File: config.mk
export PLATFORM = sky130hd
export DESIGN_NAME = lidar_sector_filter_nearest_range_unit
export DESIGN_NICKNAME = d
export VERILOG_FILES = /design/src/hdl/lsfnr_pkg.sv /design/src/hdl/lidar_sector_filter_nearest_range_unit.sv /design/src/hdl/lsfnr_core.sv
export SDC_FILE = /design/constraint.sdc
export NUM_CORES = 2
export LEC_CHECK = 0
export ABC_AREA = 1
export BUFFER_PORTS_ARGS = -buffer_cell sky130_fd_sc_hd__buf_2
export CAP_MARGIN = 15
export CORE_AREA = 2 2 387 197
export DETAILED_ROUTE_END_ITERATION = 8
export DIE_AREA = 0 0 389 199
export PLACE_DENSITY = 0.77
export SYNTH_ARGS = -nofsm -noshare
export SYNTH_HDL_FRONTEND = slang
export SYNTH_SLANG_ARGS = --single-unit
export TNS_END_PERCENT = 30
File: constraint.sdc
create_clock -name clk -period 22.2 [get_ports clk]
set_input_delay 2.22 -clock clk [delete_from_list [all_inputs] [get_ports clk]]
set_output_delay 2.22 -clock clk [all_outputs]
set_load 0.005 [all_outputs]
File: src/hdl/lsfnr_pkg.sv
package lsfnr_pkg;

  localparam int DEF_COORD_BITS        = 16;
  localparam int DEF_CORDIC_ITERATIONS = 16;

  localparam int ANGLE_W   = 16;
  localparam int YREG_W    = 16;
  localparam int RANGE_W   = 18;
  localparam logic [RANGE_W-1:0] RANGE_MAX   = '1;
  localparam logic [RANGE_W-1:0] RANGE_RESET = 18'd255000;

  localparam int ATAN_ENTRIES = 24;
  localparam int ATAN_IDX_W   = $clog2(ATAN_ENTRIES);
  localparam int ATAN_W       = 21;
  localparam int ZACC_W       = 24;
  localparam int Q8_SHIFT     = 8;
  localparam int ANG_SUM_W    = 17;
  localparam logic signed [ZACC_W-1:0]    HALF_TURN_Q8 = 24'sd4608000;
  localparam logic signed [ZACC_W-1:0]    ROUND_Q8     = 24'sd128;
  localparam logic signed [ANG_SUM_W-1:0] FULL_TURN    = 17'sd36000;

  localparam int SQUARE_STEPS = 4;

  localparam int APB_DATA_W = 32;
  localparam int APB_ADDR_W = 5;

  typedef enum logic [2:0] {
    REG_FILTER_ENABLE    = 3'd0,
    REG_BYPASS_ALL       = 3'd1,
    REG_BLIND_ANGLE_MIN  = 3'd2,
    REG_BLIND_ANGLE_MAX  = 3'd3,
    REG_BLIND_Y_MIN      = 3'd4,
    REG_BLIND_Y_MAX      = 3'd5,
    REG_MAX_DETECT_RANGE = 3'd6
  } lsfnr_reg_t;

  typedef enum logic [2:0] {
    ST_IDLE,
    ST_CORDIC,
    ST_ANGLE,
    ST_TEST,
    ST_SQUARE,
    ST_ROOT,
    ST_ROUND,
    ST_DONE
  } lsfnr_state_t;

  typedef struct packed {
    logic                      filter_enable;
    logic                      bypass_all;
    logic [ANGLE_W-1:0]        blind_angle_min;
    logic [ANGLE_W-1:0]        blind_angle_max;
    logic signed [YREG_W-1:0]  blind_y_min;
    logic signed [YREG_W-1:0]  blind_y_max;
    logic [RANGE_W-1:0]        max_detect_range;
  } lsfnr_cfg_t;

  localparam lsfnr_cfg_t CFG_RESET = '{
    filter_enable:    1'b0,
    bypass_all:       1'b0,
    blind_angle_min:  '0,
    blind_angle_max:  '0,
    blind_y_min:      '0,
    blind_y_max:      '0,
    max_detect_range: RANGE_RESET
  };

  typedef struct packed {
    logic               done;
    logic               keep;
    logic               last;
    logic [RANGE_W-1:0] nearest_range;
  } lsfnr_res_t;

  // atan(2^-i) in 0.01 deg, Q8
  function automatic logic [ATAN_W-1:0] atan_q8(input logic [ATAN_IDX_W-1:0] idx);
    logic [ATAN_W-1:0] v;
    unique case (idx)
      5'd0:    v = 21'd1152000;
      5'd1:    v = 21'd680065;
      5'd2:    v = 21'd359328;
      5'd3:    v = 21'd182400;
      5'd4:    v = 21'd91554;
      5'd5:    v = 21'd45822;
      5'd6:    v = 21'd22916;
      5'd7:    v = 21'd11459;
      5'd8:    v = 21'd5730;
      5'd9:    v = 21'd2865;
      5'd10:   v = 21'd1432;
      5'd11:   v = 21'd716;
      5'd12:   v = 21'd358;
      5'd13:   v = 21'd179;
      5'd14:   v = 21'd90;
      5'd15:   v = 21'd45;
      5'd16:   v = 21'd22;
      5'd17:   v = 21'd11;
      5'd18:   v = 21'd6;
      5'd19:   v = 21'd3;
      5'd20:   v = 21'd1;
      5'd21:   v = 21'd1;
      default: v = '0;
    endcase
    return v;
  endfunction

endpackage

File: src/hdl/lidar_sector_filter_nearest_range_unit.sv
// Request to result: a kept point with filtering on runs the CORDIC loop, bearing, window
// test, squaring, square root and rounding; a dropped one ends after the window test; with
// filtering off or bypassed only squaring, square root and rounding run. One request at a
// time; the next is taken once the result has been handed to the output register.
// The CORDIC loop and the one-bit-per-cycle square root run on the shared adder.
// Reset is synchronous, active low: registers to defaults, running minimum to 255000.
module lidar_sector_filter_nearest_range_unit #(
  parameter int COORD_BITS        = lsfnr_pkg::DEF_COORD_BITS,
  parameter int CORDIC_ITERATIONS = lsfnr_pkg::DEF_CORDIC_ITERATIONS
) (
  input  logic                                  clk,
  input  logic                                  rst_n,
  input  logic                                  psel,
  input  logic                                  penable,
  input  logic                                  pwrite,
  input  logic [lsfnr_pkg::APB_ADDR_W-1:0]      paddr,
  input  logic [lsfnr_pkg::APB_DATA_W-1:0]      pwdata,
  output logic [lsfnr_pkg::APB_DATA_W-1:0]      prdata,
  output logic                                  pready,
  input  logic                                  in_valid,
  output logic                                  in_stall,
  input  logic signed [COORD_BITS-1:0]          in_point_x,
  input  logic signed [COORD_BITS-1:0]          in_point_y,
  input  logic signed [COORD_BITS-1:0]          in_point_z,
  input  logic                                  in_scan_last,
  output logic                                  out_valid,
  input  logic                                  out_stall,
  output logic signed [COORD_BITS-1:0]          out_x,
  output logic signed [COORD_BITS-1:0]          out_y,
  output logic signed [COORD_BITS-1:0]          out_z,
  output logic                                  out_keep,
  output logic [lsfnr_pkg::RANGE_W-1:0]         out_nearest_range,
  output logic                                  out_result_last
);

  lsfnr_pkg::lsfnr_cfg_t cfg_r, cfg_nxt;
  lsfnr_pkg::lsfnr_reg_t reg_idx;
  lsfnr_pkg::lsfnr_res_t res;

  logic                            busy, start, take, wr_en;
  logic signed [COORD_BITS-1:0]    res_x, res_y, res_z;

  logic                            out_valid_r, out_valid_nxt;
  logic signed [COORD_BITS-1:0]    out_x_r, out_y_r, out_z_r;
  logic                            out_keep_r, out_last_r;
  logic [lsfnr_pkg::RANGE_W-1:0]   out_range_r;

  assign reg_idx = lsfnr_pkg::lsfnr_reg_t'(paddr[lsfnr_pkg::APB_ADDR_W-1:2]);
  assign wr_en   = psel && penable && pwrite;
  assign pready  = 1'b1;

  always_comb begin
    cfg_nxt = cfg_r;
    if (wr_en) begin
      unique case (reg_idx)
        lsfnr_pkg::REG_FILTER_ENABLE:    cfg_nxt.filter_enable = pwdata[0];
        lsfnr_pkg::REG_BYPASS_ALL:       cfg_nxt.bypass_all = pwdata[0];
        lsfnr_pkg::REG_BLIND_ANGLE_MIN:
          cfg_nxt.blind_angle_min = pwdata[lsfnr_pkg::ANGLE_W-1:0];
        lsfnr_pkg::REG_BLIND_ANGLE_MAX:
          cfg_nxt.blind_angle_max = pwdata[lsfnr_pkg::ANGLE_W-1:0];
        lsfnr_pkg::REG_BLIND_Y_MIN:
          cfg_nxt.blind_y_min = pwdata[lsfnr_pkg::YREG_W-1:0];
        lsfnr_pkg::REG_BLIND_Y_MAX:
          cfg_nxt.blind_y_max = pwdata[lsfnr_pkg::YREG_W-1:0];
        lsfnr_pkg::REG_MAX_DETECT_RANGE:
          cfg_nxt.max_detect_range = pwdata[lsfnr_pkg::RANGE_W-1:0];
        default: cfg_nxt = cfg_r;
      endcase
    end
  end

  always_comb begin
    unique case (reg_idx)
      lsfnr_pkg::REG_FILTER_ENABLE:
        prdata = lsfnr_pkg::APB_DATA_W'(cfg_r.filter_enable);
      lsfnr_pkg::REG_BYPASS_ALL:
        prdata = lsfnr_pkg::APB_DATA_W'(cfg_r.bypass_all);
      lsfnr_pkg::REG_BLIND_ANGLE_MIN:
        prdata = lsfnr_pkg::APB_DATA_W'(cfg_r.blind_angle_min);
      lsfnr_pkg::REG_BLIND_ANGLE_MAX:
        prdata = lsfnr_pkg::APB_DATA_W'(cfg_r.blind_angle_max);
      lsfnr_pkg::REG_BLIND_Y_MIN:
        prdata = lsfnr_pkg::APB_DATA_W'($unsigned(cfg_r.blind_y_min));
      lsfnr_pkg::REG_BLIND_Y_MAX:
        prdata = lsfnr_pkg::APB_DATA_W'($unsigned(cfg_r.blind_y_max));
      lsfnr_pkg::REG_MAX_DETECT_RANGE:
        prdata = lsfnr_pkg::APB_DATA_W'(cfg_r.max_detect_range);
      default: prdata = '0;
    endcase
  end

  always_ff @(posedge clk) begin
    if (!rst_n) begin
      cfg_r <= lsfnr_pkg::CFG_RESET;
    end else begin
      cfg_r <= cfg_nxt;
    end
  end

  assign start    = in_valid && !busy;
  assign in_stall = busy;
  assign take     = !out_valid_r || !out_stall;

  lsfnr_core #(
    .COORD_BITS        (COORD_BITS),
    .CORDIC_ITERATIONS (CORDIC_ITERATIONS)
  ) u_core (
    .clk     (clk),
    .rst_n   (rst_n),
    .cfg     (cfg_r),
    .start   (start),
    .pt_x    (in_point_x),
    .pt_y    (in_point_y),
    .pt_z    (in_point_z),
    .pt_last (in_scan_last),
    .take    (take),
    .busy    (busy),
    .res     (res),
    .res_x   (res_x),
    .res_y   (res_y),
    .res_z   (res_z)
  );

  // output register
  always_comb begin
    out_valid_nxt = out_valid_r;
    if (res.done) begin
      out_valid_nxt = 1'b1;
    end else if (!out_stall) begin
      out_valid_nxt = 1'b0;
    end
  end

  always_ff @(posedge clk) begin
    if (!rst_n) begin
      out_valid_r <= 1'b0;
    end else begin
      out_valid_r <= out_valid_nxt;
    end
  end

  always_ff @(posedge clk) begin
    if (res.done) begin
      out_x_r     <= res_x;
      out_y_r     <= res_y;
      out_z_r     <= res_z;
      out_keep_r  <= res.keep;
      out_last_r  <= res.last;
      out_range_r <= res.nearest_range;
    end
  end

  assign out_valid         = out_valid_r;
  assign out_x             = out_x_r;
  assign out_y             = out_y_r;
  assign out_z             = out_z_r;
  assign out_keep          = out_keep_r;
  assign out_nearest_range = out_range_r;
  assign out_result_last   = out_last_r;

endmodule

File: src/hdl/lsfnr_core.sv
module lsfnr_core #(
  parameter int COORD_BITS        = lsfnr_pkg::DEF_COORD_BITS,
  parameter int CORDIC_ITERATIONS = lsfnr_pkg::DEF_CORDIC_ITERATIONS
) (
  input  logic                          clk,
  input  logic                          rst_n,
  input  lsfnr_pkg::lsfnr_cfg_t         cfg,
  input  logic                          start,
  input  logic signed [COORD_BITS-1:0]  pt_x,
  input  logic signed [COORD_BITS-1:0]  pt_y,
  input  logic signed [COORD_BITS-1:0]  pt_z,
  input  logic                          pt_last,
  input  logic                          take,
  output logic                          busy,
  output lsfnr_pkg::lsfnr_res_t         res,
  output logic signed [COORD_BITS-1:0]  res_x,
  output logic signed [COORD_BITS-1:0]  res_y,
  output logic signed [COORD_BITS-1:0]  res_z
);

  localparam int SUM_W     = 2 * COORD_BITS;
  localparam int CW        = COORD_BITS + 11;
  localparam int DW        = (CW > SUM_W + 2) ? CW : SUM_W + 2;
  localparam int MAX_STEPS = (CORDIC_ITERATIONS > COORD_BITS) ? CORDIC_ITERATIONS : COORD_BITS;
  localparam int CNT_W     = $clog2(MAX_STEPS);
  localparam int YC_W      = (COORD_BITS > lsfnr_pkg::YREG_W) ? COORD_BITS : lsfnr_pkg::YREG_W;
  localparam logic signed [DW-1:0] ROOT_START = {{(DW-1){1'b0}}, 1'b1} << (SUM_W - 2);

  lsfnr_pkg::lsfnr_state_t state_r, state_nxt;
  logic [CNT_W-1:0]                      cnt_r, cnt_nxt;
  logic signed [DW-1:0]                  a_r, a_nxt;
  logic signed [DW-1:0]                  b_r, b_nxt;
  logic signed [DW-1:0]                  bit_r, bit_nxt;
  logic signed [lsfnr_pkg::ZACC_W-1:0]   z_r, z_nxt;
  logic signed [SUM_W-1:0]               prod_r, prod_nxt;
  logic signed [COORD_BITS-1:0]          x_r, x_nxt, y_r, y_nxt, pz_r, pz_nxt;
  logic                                  last_r, last_nxt;
  logic                                  keep_r, keep_nxt;
  logic [lsfnr_pkg::ANGLE_W-1:0]         bearing_r, bearing_nxt;
  logic [lsfnr_pkg::RANGE_W-1:0]         run_min_r, run_min_nxt;

  // shared adder
  logic signed [DW-1:0] add_op, add_res;
  logic                 add_sub;

  logic signed [DW-1:0]                  a_sh, b_sh, x_init, y_init;
  logic signed [lsfnr_pkg::ZACC_W-1:0]   atan_ext, z_round, z_deg;
  logic signed [lsfnr_pkg::ANG_SUM_W-1:0] ang_s, ang_w;
  logic signed [COORD_BITS-1:0]          m_sel;
  logic signed [SUM_W-1:0]               m_full;
  logic signed [YC_W-1:0]                y_c, ymin_c, ymax_c;
  logic                                  filtering, in_angle, in_band, keep_t, origin, b_neg;
  logic [DW-1:0]                         root_u;
  logic [lsfnr_pkg::RANGE_W-1:0]         rng, new_min;

  assign b_neg    = b_r[DW-1];
  assign a_sh     = a_r >>> cnt_r;
  assign b_sh     = b_r >>> cnt_r;
  assign atan_ext = lsfnr_pkg::ZACC_W'(lsfnr_pkg::atan_q8(lsfnr_pkg::ATAN_IDX_W'(cnt_r)));
  assign add_res  = add_sub ? (a_r - add_op) : (a_r + add_op);
  assign x_init   = DW'(pt_x) <<< lsfnr_pkg::Q8_SHIFT;
  assign y_init   = DW'(pt_y) <<< lsfnr_pkg::Q8_SHIFT;
  assign filtering = cfg.filter_enable && !cfg.bypass_all;
  assign origin   = (x_r == '0) && (y_r == '0);

  always_comb begin
    unique case (cnt_r)
      CNT_W'(0): m_sel = x_r;
      CNT_W'(1): m_sel = y_r;
      default:   m_sel = pz_r;
    endcase
  end
  assign m_full = m_sel * m_sel;

  // bearing rounding and wrap
  assign z_round = z_r + lsfnr_pkg::ROUND_Q8;
  assign z_deg   = z_round >>> lsfnr_pkg::Q8_SHIFT;
  assign ang_s   = lsfnr_pkg::ANG_SUM_W'(z_deg);
  always_comb begin
    priority if (ang_s < 0) begin
      ang_w = ang_s + lsfnr_pkg::FULL_TURN;
    end else if (ang_s >= lsfnr_pkg::FULL_TURN) begin
      ang_w = ang_s - lsfnr_pkg::FULL_TURN;
    end else begin
      ang_w = ang_s;
    end
  end

  // window tests
  assign y_c    = YC_W'(y_r);
  assign ymin_c = YC_W'($signed(cfg.blind_y_min));
  assign ymax_c = YC_W'($signed(cfg.blind_y_max));
  assign in_angle = (cfg.blind_angle_min > cfg.blind_angle_max) ?
                    (bearing_r > cfg.blind_angle_min || bearing_r < cfg.blind_angle_max) :
                    (bearing_r > cfg.blind_angle_min && bearing_r < cfg.blind_angle_max);
  assign in_band  = (ymin_c > ymax_c) ? (y_c > ymin_c || y_c < ymax_c) :
                                        (y_c > ymin_c && y_c < ymax_c);
  assign keep_t   = !(in_angle || in_band);

  // range saturation and running minimum
  assign root_u  = b_r;
  assign rng     = (root_u > DW'(lsfnr_pkg::RANGE_MAX)) ? lsfnr_pkg::RANGE_MAX :
                                                          lsfnr_pkg::RANGE_W'(root_u);
  assign new_min = (keep_r && rng < run_min_r) ? rng : run_min_r;

  always_comb begin
    state_nxt   = state_r;
    cnt_nxt     = cnt_r;
    a_nxt       = a_r;
    b_nxt       = b_r;
    bit_nxt     = bit_r;
    z_nxt       = z_r;
    prod_nxt    = prod_r;
    x_nxt       = x_r;
    y_nxt       = y_r;
    pz_nxt      = pz_r;
    last_nxt    = last_r;
    keep_nxt    = keep_r;
    bearing_nxt = bearing_r;
    run_min_nxt = run_min_r;
    add_op      = '0;
    add_sub     = 1'b0;
    res         = '0;

    unique case (state_r)
      lsfnr_pkg::ST_IDLE: begin
        if (start) begin
          x_nxt    = pt_x;
          y_nxt    = pt_y;
          pz_nxt   = pt_z;
          last_nxt = pt_last;
          cnt_nxt  = '0;
          if (filtering) begin
            a_nxt     = pt_x[COORD_BITS-1] ? -x_init : x_init;
            b_nxt     = pt_x[COORD_BITS-1] ? -y_init : y_init;
            z_nxt     = pt_x[COORD_BITS-1] ? lsfnr_pkg::HALF_TURN_Q8 : '0;
            state_nxt = lsfnr_pkg::ST_CORDIC;
          end else begin
            keep_nxt  = 1'b1;
            a_nxt     = '0;
            prod_nxt  = '0;
            state_nxt = lsfnr_pkg::ST_SQUARE;
          end
        end
      end
      lsfnr_pkg::ST_CORDIC: begin
        add_op  = b_sh;
        add_sub = b_neg;
        a_nxt   = add_res;
        b_nxt   = b_neg ? (b_r + a_sh) : (b_r - a_sh);
        z_nxt   = b_neg ? (z_r - atan_ext) : (z_r + atan_ext);
        cnt_nxt = cnt_r + 1'b1;
        if (cnt_r == CNT_W'(CORDIC_ITERATIONS - 1)) begin
          state_nxt = lsfnr_pkg::ST_ANGLE;
        end
      end
      lsfnr_pkg::ST_ANGLE: begin
        bearing_nxt = origin ? '0 : lsfnr_pkg::ANGLE_W'(ang_w);
        state_nxt   = lsfnr_pkg::ST_TEST;
      end
      lsfnr_pkg::ST_TEST: begin
        keep_nxt = keep_t;
        if (keep_t) begin
          a_nxt     = '0;
          prod_nxt  = '0;
          cnt_nxt   = '0;
          state_nxt = lsfnr_pkg::ST_SQUARE;
        end else begin
          state_nxt = lsfnr_pkg::ST_DONE;
        end
      end
      lsfnr_pkg::ST_SQUARE: begin
        add_op   = DW'(prod_r);
        a_nxt    = add_res;
        prod_nxt = m_full;
        cnt_nxt  = cnt_r + 1'b1;
        if (cnt_r == CNT_W'(lsfnr_pkg::SQUARE_STEPS - 1)) begin
          cnt_nxt   = '0;
          b_nxt     = '0;
          bit_nxt   = ROOT_START;
          state_nxt = lsfnr_pkg::ST_ROOT;
        end
      end
      lsfnr_pkg::ST_ROOT: begin
        add_op  = b_r | bit_r;
        add_sub = 1'b1;
        if (!add_res[DW-1]) begin
          a_nxt = add_res;
          b_nxt = (b_r >>> 1) | bit_r;
        end else begin
          b_nxt = b_r >>> 1;
        end
        bit_nxt = bit_r >>> 2;
        cnt_nxt = cnt_r + 1'b1;
        if (cnt_r == CNT_W'(COORD_BITS - 1)) begin
          state_nxt = lsfnr_pkg::ST_ROUND;
        end
      end
      lsfnr_pkg::ST_ROUND: begin
        // round to nearest: bump when remainder exceeds root
        add_op  = b_r;
        add_sub = 1'b1;
        if (!add_res[DW-1] && add_res != '0) begin
          b_nxt = b_r + 1'b1;
        end
        state_nxt = lsfnr_pkg::ST_DONE;
      end
      lsfnr_pkg::ST_DONE: begin
        if (take) begin
          res.done          = 1'b1;
          res.keep          = keep_r;
          res.last          = last_r;
          res.nearest_range = last_r ? new_min : '0;
          run_min_nxt       = last_r ? cfg.max_detect_range : new_min;
          state_nxt         = lsfnr_pkg::ST_IDLE;
        end
      end
      default: begin
        state_nxt = lsfnr_pkg::ST_IDLE;
      end
    endcase
  end

  always_ff @(posedge clk) begin
    if (!rst_n) begin
      state_r   <= lsfnr_pkg::ST_IDLE;
      run_min_r <= lsfnr_pkg::RANGE_RESET;
    end else begin
      state_r   <= state_nxt;
      run_min_r <= run_min_nxt;
    end
  end

  always_ff @(posedge clk) begin
    cnt_r     <= cnt_nxt;
    a_r       <= a_nxt;
    b_r       <= b_nxt;
    bit_r     <= bit_nxt;
    z_r       <= z_nxt;
    prod_r    <= prod_nxt;
    x_r       <= x_nxt;
    y_r       <= y_nxt;
    pz_r      <= pz_nxt;
    last_r    <= last_nxt;
    keep_r    <= keep_nxt;
    bearing_r <= bearing_nxt;
  end

  assign busy  = (state_r != lsfnr_pkg::ST_IDLE);
  assign res_x = x_r;
  assign res_y = y_r;
  assign res_z = pz_r;

endmodule

==> results.cfg <==
[synth]
syn-mean-instance-area_um2 = 7.49
syn_area_um2 = 40500
synth_edf_count = 277
synth_cells = 5408
synth_cell_types = 67
synthFlopType = edfxtp_1
synthArstFlopShare_pct = 0
ys_seq_area_share_pct = 26.8
synth_seq_cells = 404
yosys_warnings = 0

[clock_tree]
cts_tree = yes
ctsResizeCount = 0
cts_max_level = 2
clkTransAtPathRegs_ns = 0.07
cts_buffers = 41
clock-sinks = 404
cts_setup_buffers = 0
cts.root.buffer_cell = clkbuf_16
ctsHoldBuffers = 0
clk_latency_ns = 0.63
cts.path.max_buffers = 3

[timing]
setup_tns_ns = 0
setup_ws_ns = 12.00
fmax_mhz = 98.0
period_share_pct = 46.0
slew_violations = 0
timing.final.hold_violations = 0
tightestPinTransition_ns = 1.24
slew_headroom_pct = 17.0
grt_setup_unrepaired = no
hold_slack_ns = 0.467
period_minus_slack_ns = 10.20
setup_viol = 0
skew_ns = 0.0496

[routing]
wl_per_cell_um = 22.6
totalWireLength_um = 147000
ant_nets = 0
drc = 1
drtPass1Iterations = 9
drt_iter0_markers = 5998
vias = 38876
dr.max_layer_used = met5
via_per_inst = 5.97
wl_met2_um = 50400
wl_met3_um = 28900
routedLengthMet1_um = 65200

[setup_path]
cp_data_required_time_ns = 22.54
critical_path_arrival_ns = 10.54
cp-end-kind = register
critPathSlowestCell = a21oi_1
crit_path_max_fanout = 76
worstSetupPathType = reg -> reg
critPathMaxStageDelay_ns = 0.75
cp_top_family = adder cells
path_buf_inv = 12
critPathLaunchType = register

[placed_design]
hpwlAfterDp_um = 118000
post-place-ws_ns = 12.21
place_inst = 6427
place.gp.congestion = 1.08
numPortBuffers = 164

[run_status]
violations = DRC
status = finished, violations left

[layout]
fillers = 6826
drive_gt1_share_pct = 6.58
stdcell_count = 6517
areaGrowthSynthToFinish_pct = 7.58
fin_nets = 6125

[die]
die-area_um2 = 77400
dieHeight_um = 199
fp-row-count = 71
fp.coreArea_um2 = 74300
start_util_pct = 54.5
fp.dieW_um = 389
pin_count = 196

[grt]
antenna_found_initial = 13
globalRouteOverflowTotal = 0
grt_max_degree = 84
grt_pass1_vias = 34335
grt_pass1_wl_um = 217000
grt_usage_pct = 37.4

[flow_run]
drv_cap = 0

[worst_hold_path]
hp-class = reg -> reg
## worst reg2reg max path, delay by kind of cell, from the launching register on
kind            cells  cell delay, ns
compound gates      6            1.65
fa+ha+maj           8            4.24
buf+inv            12            2.89
flops               1            0.36
simple gates        6            0.79
## cell type report
cell class	instances	area (µm²)	share of cell area [%]
clock inverter	24	354	0.813
sequential	404	10900	24.9
multi-input combinational	3918	25400	58.2
clock buffer	52	1130	2.60
antenna	14	35.0	0.0804
inverter	911	3420	7.86
timing repair buffer	209	1160	2.66
tap	985	1230	2.83
## layer usage
layer  up-vias  global-route usage (%)
met3       190                    21.4
met5         -                    1.44
li1      18003                       -
met4         4                    6.86
met1     17992                    56.8
met2      2687                    43.9
## synthesized netlist by cell type, types with 9 or more instances
master     instances  area, µm²
a21o_1            13       97.6
a21oi_1          409       2050
a21oi_2            9       78.8
a221oi_1          12        105
a22oi_1           11       82.6
a31oi_1           26        163
buf_1             12       45.0
buf_2             38        190
buf_4             21        158
buf_6             16        180
clkbuf_1         101        379
dfxtp_1          127       2540
edfxtp_1         277       8320
fa_1             243       4860
ha_1             304       3800
inv_1            893       3350
inv_2             12       45.0
mux2i_1           22        220
nand2_1         1068       4010
nand3_1          374       1870
nand3b_1          15        113
nand4_1           57        357
nor2_1           451       1690
nor3_1            67        335
nor4_1            34        213
o2111ai_1         20        175
o211ai_1          24        180
o21a_1            38        285
o21ai_0          333       1670
o21ai_1           58        290
o21bai_1          12       90.1
o221ai_1          21        184
o22ai_1           34        213
or2_2             19        119
xnor2_1           61        534
xor2_1            86        753
## placed cells by master, fill, tap and decap left out, types with 14 or more instances in the layout
| cell type | Yosys | layout |
|---|---|---|
| a21oi_1 | 409 | 407 |
| a31oi_1 | 26 | 26 |
| buf_2 | 38 | 164 |
| buf_4 | 21 | 45 |
| clkbuf_16 | 0 | 43 |
| conb_1 | 2 | 15 |
| dfxtp_1 | 127 | 127 |
| diode_2 | 0 | 14 |
| edfxtp_1 | 277 | 277 |
| fa_1 | 243 | 243 |
| ha_1 | 304 | 304 |
| inv_1 | 893 | 891 |
| mux2i_1 | 22 | 22 |
| nand2_1 | 1068 | 1068 |
| nand3_1 | 374 | 374 |
| nand3b_1 | 15 | 15 |
| nand4_1 | 57 | 57 |
| nor2_1 | 451 | 449 |
| nor3_1 | 67 | 67 |
| nor4_1 | 34 | 32 |
| o2111ai_1 | 20 | 20 |
| o211ai_1 | 24 | 24 |
| o21a_1 | 38 | 38 |
| o21ai_0 | 333 | 333 |
| o21ai_1 | 58 | 58 |
| o221ai_1 | 21 | 21 |
| o22ai_1 | 34 | 34 |
| or2_2 | 19 | 19 |
| xnor2_1 | 61 | 61 |
| xor2_1 | 86 | 86 |
## path summary, 6_finish.rpt
check,from,end,slack [ns],cells past startpoint
worst max-delay path,u_core.cnt_r[1],u_core.prod_r[31],12.00,32
worst min-delay path,u_core.res_z[10],out_z[10],0.47,0
worst max register to register,u_core.cnt_r[1],u_core.prod_r[31],12.00,32
worst min register to register,u_core.res_z[10],out_z[10],0.47,0
## per-stage QoR
step	instance area, µm²	utilization [%]
after detailed placement	42100	56.6
after global routing	43600	58.7
final	43600	58.7
after global placement	42100	56.6
after floorplan	40600	-
after CTS	43500	58.6
## cells by family (layout without fill, tap and decap cells)
kind of cell    count (synthesis)  after routing  synth area share (%)
fa+ha+maj                     547            547                  21.4
flops                         404            404                  26.8
compound gates               1061           1061                  14.9
simple gates                 2123           2123                  22.3
mux                            25             25                 0.667
buf+inv                      1099           1196                  10.8
xor+xnor                      147            147                  3.18
other cells                     2             29                0.0185
## sequential cells by signal, indices dropped and copies added, names as in the netlist
name               count
cfg_r                 84
u_core.a_r            34
u_core.b_r            34
u_core.prod_r         31
u_core.z_r            24
u_core.atan_ext       21
out_nearest_range     18
u_core.run_min_r      18
out_x                 16
out_y                 16
out_z                 16
u_core.bearing_r      16
u_core.bit_r          16
u_core.res_x          16
u_core.res_y          16
u_core.res_z          16
u_core.cnt_r           4
u_core.state_r         3
out_keep               1
out_result_last        1
out_valid              1
u_core.keep_r          1
u_core.last_r          1
Power is not shown: default switching activity piles up to over one toggle a cycle in this logic, so the estimate is an artifact.
